<file path="src/rtl/cau_pkg.sv">
// Shared types, opcode and class codes for the complex arithmetic unit.
// Used by every module of the block; depends on nothing else.
package cau_pkg;

    localparam int FIELD_BITS  = 32;
    localparam int PROD_W      = 64;
    localparam int SUM_W       = 65;
    localparam int DEN_W       = 64;
    localparam int DIV_STEPS   = 32;
    localparam int QUEUE_DEPTH = 4;

    // Opcodes as they arrive on the command field.
    localparam logic [3:0] CMD_ADD  = 4'd0;
    localparam logic [3:0] CMD_SUB  = 4'd1;
    localparam logic [3:0] CMD_MUL  = 4'd2;
    localparam logic [3:0] CMD_DIV  = 4'd3;
    localparam logic [3:0] CMD_RADD = 4'd4;
    localparam logic [3:0] CMD_RSUB = 4'd5;
    localparam logic [3:0] CMD_RMUL = 4'd6;
    localparam logic [3:0] CMD_RDIV = 4'd7;
    localparam logic [3:0] CMD_NEG  = 4'd8;
    localparam logic [3:0] CMD_EQ   = 4'd9;
    localparam logic [3:0] CMD_NE   = 4'd10;
    localparam logic [3:0] CMD_LT   = 4'd11;
    localparam logic [3:0] CMD_GT   = 4'd12;

    // Operation classes assigned by the front end.
    localparam logic [2:0] KIND_NONE = 3'd0;
    localparam logic [2:0] KIND_LIN  = 3'd1;
    localparam logic [2:0] KIND_MUL  = 3'd2;
    localparam logic [2:0] KIND_DIV  = 3'd3;
    localparam logic [2:0] KIND_CMP  = 3'd4;

    typedef struct packed {
        logic [3:0]         cmd;
        logic [2:0]         kind;
        logic signed [31:0] ar;
        logic signed [31:0] ai;
        logic signed [31:0] br;
        logic signed [31:0] bi;
    } item_t;

    typedef struct packed {
        logic               sat;
        logic signed [31:0] val;
    } sat_t;

    typedef struct packed {
        logic [DEN_W-1:0]      rem;
        logic [DIV_STEPS-1:0]  quo;
        logic [DIV_STEPS-1:0]  low;
    } lane_t;

    typedef struct packed {
        logic               is_div;
        logic               dz;
        logic               cmp;
        logic               neg_r;
        logic               neg_i;
        logic               ovf_r;
        logic               ovf_i;
        logic               sat;
        logic signed [31:0] res_r;
        logic signed [31:0] res_i;
    } tag_t;

endpackage

</file>
<file path="src/rtl/cau_queue.sv">
// Short queue of classified words between the front and back ends.
// Depends on cau_pkg.
module cau_queue (
    input  logic           clk,
    input  logic           rst_n,
    input  logic           wr,
    input  cau_pkg::item_t wdata,
    input  logic           rd,
    output logic           valid,
    output cau_pkg::item_t rdata,
    output logic           full
);

    localparam int AW = $clog2(cau_pkg::QUEUE_DEPTH);
    localparam int CW = $clog2(cau_pkg::QUEUE_DEPTH + 1);

    cau_pkg::item_t slot_reg [cau_pkg::QUEUE_DEPTH];
    logic [AW-1:0]  wp_reg, wp_next;
    logic [AW-1:0]  rp_reg, rp_next;
    logic [CW-1:0]  count_reg, count_next;

    assign full  = (count_reg == CW'(cau_pkg::QUEUE_DEPTH));
    assign valid = (count_reg != '0);
    assign rdata = slot_reg[rp_reg];

    // Pointer and fill count update.
    always_comb
    begin
        wp_next    = wr ? wp_reg + AW'(1) : wp_reg;
        rp_next    = rd ? rp_reg + AW'(1) : rp_reg;
        count_next = count_reg + CW'(wr) - CW'(rd);
    end

    always_ff @(posedge clk or negedge rst_n)
    begin
        if (!rst_n)
        begin
            wp_reg    <= '0;
            rp_reg    <= '0;
            count_reg <= '0;
        end
        else
        begin
            wp_reg    <= wp_next;
            rp_reg    <= rp_next;
            count_reg <= count_next;
        end
    end

    // Word storage.
    always_ff @(posedge clk)
    begin
        if (wr)
        begin
            slot_reg[wp_reg] <= wdata;
        end
    end

endmodule

</file>
<file path="config.mk">
export PLATFORM = sky130hd
export DESIGN_NAME = cau_queue
export DESIGN_NICKNAME = d
export VERILOG_FILES = /design/src/rtl/cau_pkg.sv /design/src/rtl/cau_queue.sv
export SDC_FILE = /design/constraint.sdc
export NUM_CORES = 1
export LEC_CHECK = 0
export BUFFER_PORTS_ARGS = -buffer_cell sky130_fd_sc_hd__buf_2
export CORE_ASPECT_RATIO = 0.9
export CORE_UTILIZATION = 40
export CTS_CLUSTER_SIZE = 28
export DETAILED_ROUTE_END_ITERATION = 6
export PLACE_DENSITY = 0.69
export SLEW_MARGIN = 0
export SYNTH_ARGS = -nofsm -noshare
export SYNTH_HDL_FRONTEND = slang
export SYNTH_SLANG_ARGS = --single-unit
</file>
<file path="constraint.sdc">
create_clock -name clk -period 7.92 [get_ports clk]
set_input_delay 0.396 -clock clk [delete_from_list [all_inputs] [get_ports clk]]
set_output_delay 0.396 -clock clk [all_outputs]
set_load 0.05 [all_outputs]
</file>
; After elaboration in Yosys (flattened, before gate mapping)
; Memories as Yosys holds them, arrays and structs flattened.
; Index checks and enable logic that the tools add are counted.
[op_classes]
n_addsub = 4
n_eq_ne = 1
mux = 2
n_reduce_logical = 1
[op_table]
columns = op, n
row1 = $add A2 B1 Y2 const B, 2
row2 = $add A3 B1 Y3, 1
row3 = $eq A3 B3 Y1 const B, 1
row4 = $reduce_bool A3 Y1, 1
row5 = $sub A3 B1 Y3, 1
row6 = $mux W1, 2
[totals]
regBits = 7
ram_bits = 540
in_bits = 139
word_cells = 12
n_memories = 1
[memory_table]
columns = name, words, word_bits, rd, rd_clocked_by_memory_dff, write_ports, line
row1 = slot_reg, 4, 135, 1, 0, 1, cau_queue.sv:17  ; cau_pkg::item_t slot_reg [cau_pkg::QUEUE_DEPTH];

; Longest topological paths before layout
[depth]
word_depth = 2
ltp_mapped = 7
ltp_nobuf = 7

; Worst setup path before layout
; No wires, ideal clock.
[synth_path]
path_kind = register to register
startpoint = register wp_reg[0]
endpoint = memory slot_reg[0][0] (netlist name), enable pin
setup_ns = 0.510
arrival_ns = 3.715
t_required_ns = 7.410
path_slack_ns = 3.695
path_stages_with_launch = 4
period_less_slack_ns = 4.225
path_cell_list = dfrtp_1 -> inv_1 -> ha_1 -> and2_1
[synth_lines]
columns = item, line
row1 = from (decl), cau_queue.sv:18  ; logic [AW-1:0] wp_reg, wp_next;
row2 = from (signal assigned), cau_queue.sv:44  ; wp_reg <= wp_next;
row3 = to (decl), cau_queue.sv:17
; No word-level cell before the write port.

==> reports/qor.yml <==
overflow: 0
viasPerCell: 5.03
endpoint: "rdata[30]"
cp_data_required_time_ns: 7.52
reg2reg_slack_ns: 5.50
end_kind: "output port"
synth_edf_count: 540
drt_iter0_drc: 528
ff2ff_path_depth: 4
cts.path.max_buffers: 3
dp_hpwl_um: 21800
finalSetupTns_ns: 0
drc: 0
setup_viol: 0
period_share: 0.454
worst_ir_drop_vdd_v: 0.000246
clock_latency_ns: 0.58
fin_util: 0.499
rsz0062_at_grt: "false"
netlist.top_cell.by_area: "edfxtp_1"
drt-pass1-iter-count: 6
finalClockSkew_ns: 0.00761
antenna_found_initial: 2
start_util: 0.405
fillCellCount: 3852
clk_pin_slew_ns: 0.06
syn_area_um2: 19900
place_congestion: 0.696
async_reset_ff_frac: 0.0128
slew-limit-headroom: 0.337
chipWidth_um: 237
finalHoldViolCount: 0
clock.fmax_mhz: 278
ys_types: 17
worstPathMaxFanout: 98
htree_levels: 2
synth_cells: 739
power_leakage_uw: 0.00832
largest_reg_flops: 540
ios: 276
nets: 1288
arrival_ns: 3.20
synth_most_common_cell: "edfxtp_1"
wl_per_cell_um: 21.2
layout-drive-gt1-share: 0.420
die_area_um2: 50600
grt_usage: 0.153
grt_pass1_wl_um: 58000
synth_warnings: 0
hp-class: "input port to flop"
multi_input_area_um2: 3240
synthTopCellsByArea: "edfxtp_1 82%, mux4_2 15%, dfrtp_1 0.88%"
synth_nets: 885
grt_pass1_vias: 9880
ys_ff_latch: 547
start_kind: "flop"
cts_buffers: 53
status: "finished clean"
cts_tree: "done"
yosysSeqAreaShare: 0.825
synth_area_per_cell_um2: 26.9
synthFlopType: "edfxtp_1"
crit_start: "rp_reg[0]"
drv_cap: 0
ctsResizeCount: 0
grt_start_max_net_pins: 99
clock_sinks: 547
fin_crit_ns: 3.59
drt_wl_total_um: 38500
reg2reg_from: "wp_reg[0]"
ant_nets: 0
die_y_um: 213
synth_common_cells: "540 x edfxtp_1, 135 x mux4_2, 13 x buf_2"
synth.top_cell.area_share: 0.816
final-seq-area_um2: 16400
area_growth_pct: 23.1
worst-slew-pin-transition_ns: 0.995
cts_root_buf: "clkbuf_16"
row_count: 77
coreArea_um2: 49000
critPathKind: "flop to output port"
vias: 9113
slew_violations: 0
cellPowerDensity_nw_per_um2: 416
r2r_end: "slot_reg[0][25]"
io_buffers: 275
-- per-layer routing --
layer	track usage	wire, µm
met1	0.203	16300
met2	0.250	18800
met3	0.0368	2470
met4	0.0490	860
met5	0	13
-- cell type report --
| class | instances | share of cell area |
|---|---|---|
| clock inverter | 24 | 0.00896 |
| sequential | 547 | 0.671 |
| clock buffer | 67 | 0.0564 |
| inverter | 6 | 0.000921 |
| timing repair buffer | 378 | 0.0979 |
| multi-input combinational | 156 | 0.132 |
| antenna | 3 | 0.000307 |
| tap | 632 | 0.0323 |
-- worst max-delay path: stages (launching register included) --
cell and delay [ns]:
dfrtp_4 0.98, buf_12 0.71, mux4_2 0.62, buf_2 0.23
-- kinds of logic (layout without fill, tap and decap cells) --
| family | Yosys count | after routing | share of synthesized area |
|---|---|---|---|
| XOR/XNOR | 5 | 5 | 0.00220 |
| buffers and inverters | 36 | 475 | 0.0123 |
| AND/OR/NAND/NOR | 8 | 8 | 0.00227 |
| other | 0 | 3 | 0 |
| multiplexers | 135 | 135 | 0.153 |
| flip-flops | 547 | 547 | 0.825 |
| adder cells (fa/ha/maj) | 7 | 7 | 0.00479 |
| AO/OA/AOI/OAI | 1 | 1 | 0.000252 |
-- repair_timing --
item,CTS,global route
endpoints found under the setup margin,0,0
buffers inserted,0,0
hold buffers,92,0
endpoints found under the hold margin,346,0
-- power by group --
group	internal, µW	total, µW	switching [µW]	leakage, µW
clock network	1350	2360	1010	0.000768
logic	1130	3820	2690	0.00251
registers	3790	4000	209	0.00504
total	6270	10200	3910	0.00832
-- cell usage in the layout (no fill, tap or decap), drive strengths merged --
cell type / count
buf: 286
o21ai: 1
clkinv: 16
xor2: 2
dlygate4sd3: 92
or3: 1
clkbuf: 67
xnor2: 3
fa: 1
mux4: 135
and3: 1
diode: 3
and2: 4
inv: 6
ha: 6
clkinvlp: 4
nand2: 2
edfxtp: 540
dfrtp: 7
bufinv: 4
-- stage by stage --
stage	setup WS [ns]	instance area [µm²]	hold slack (ns)	cells	power (µW)
after CTS	4.10	24400	0.0000847	1810	10300
final	4.33	24400	0.0424	1813	10200
after global routing	4.03	24400	0.0163	1811	10600
after global placement	4.79	21900	0.247	1627	7870
after detailed placement	4.75	21900	0.252	1627	7910
after floorplan	3.70	19900	0.100	739	7110
-- worst min path at each step --
stage | from | endpoint | slack (ns) | cells past startpoint
after floorplan | rst_n | count_reg[0] | 0.10 | 0
after global placement | rst_n | count_reg[0] | 0.25 | 1
after detailed placement | rst_n | count_reg[2] | 0.25 | 1
after CTS | wdata[42] | slot_reg[0][42] | 0.00008 | 1
after global routing | wdata[55] | slot_reg[0][55] | 0.02 | 1
final | wdata[133] | slot_reg[0][133] | 0.04 | 1
Power figures use the tool's default switching activity.
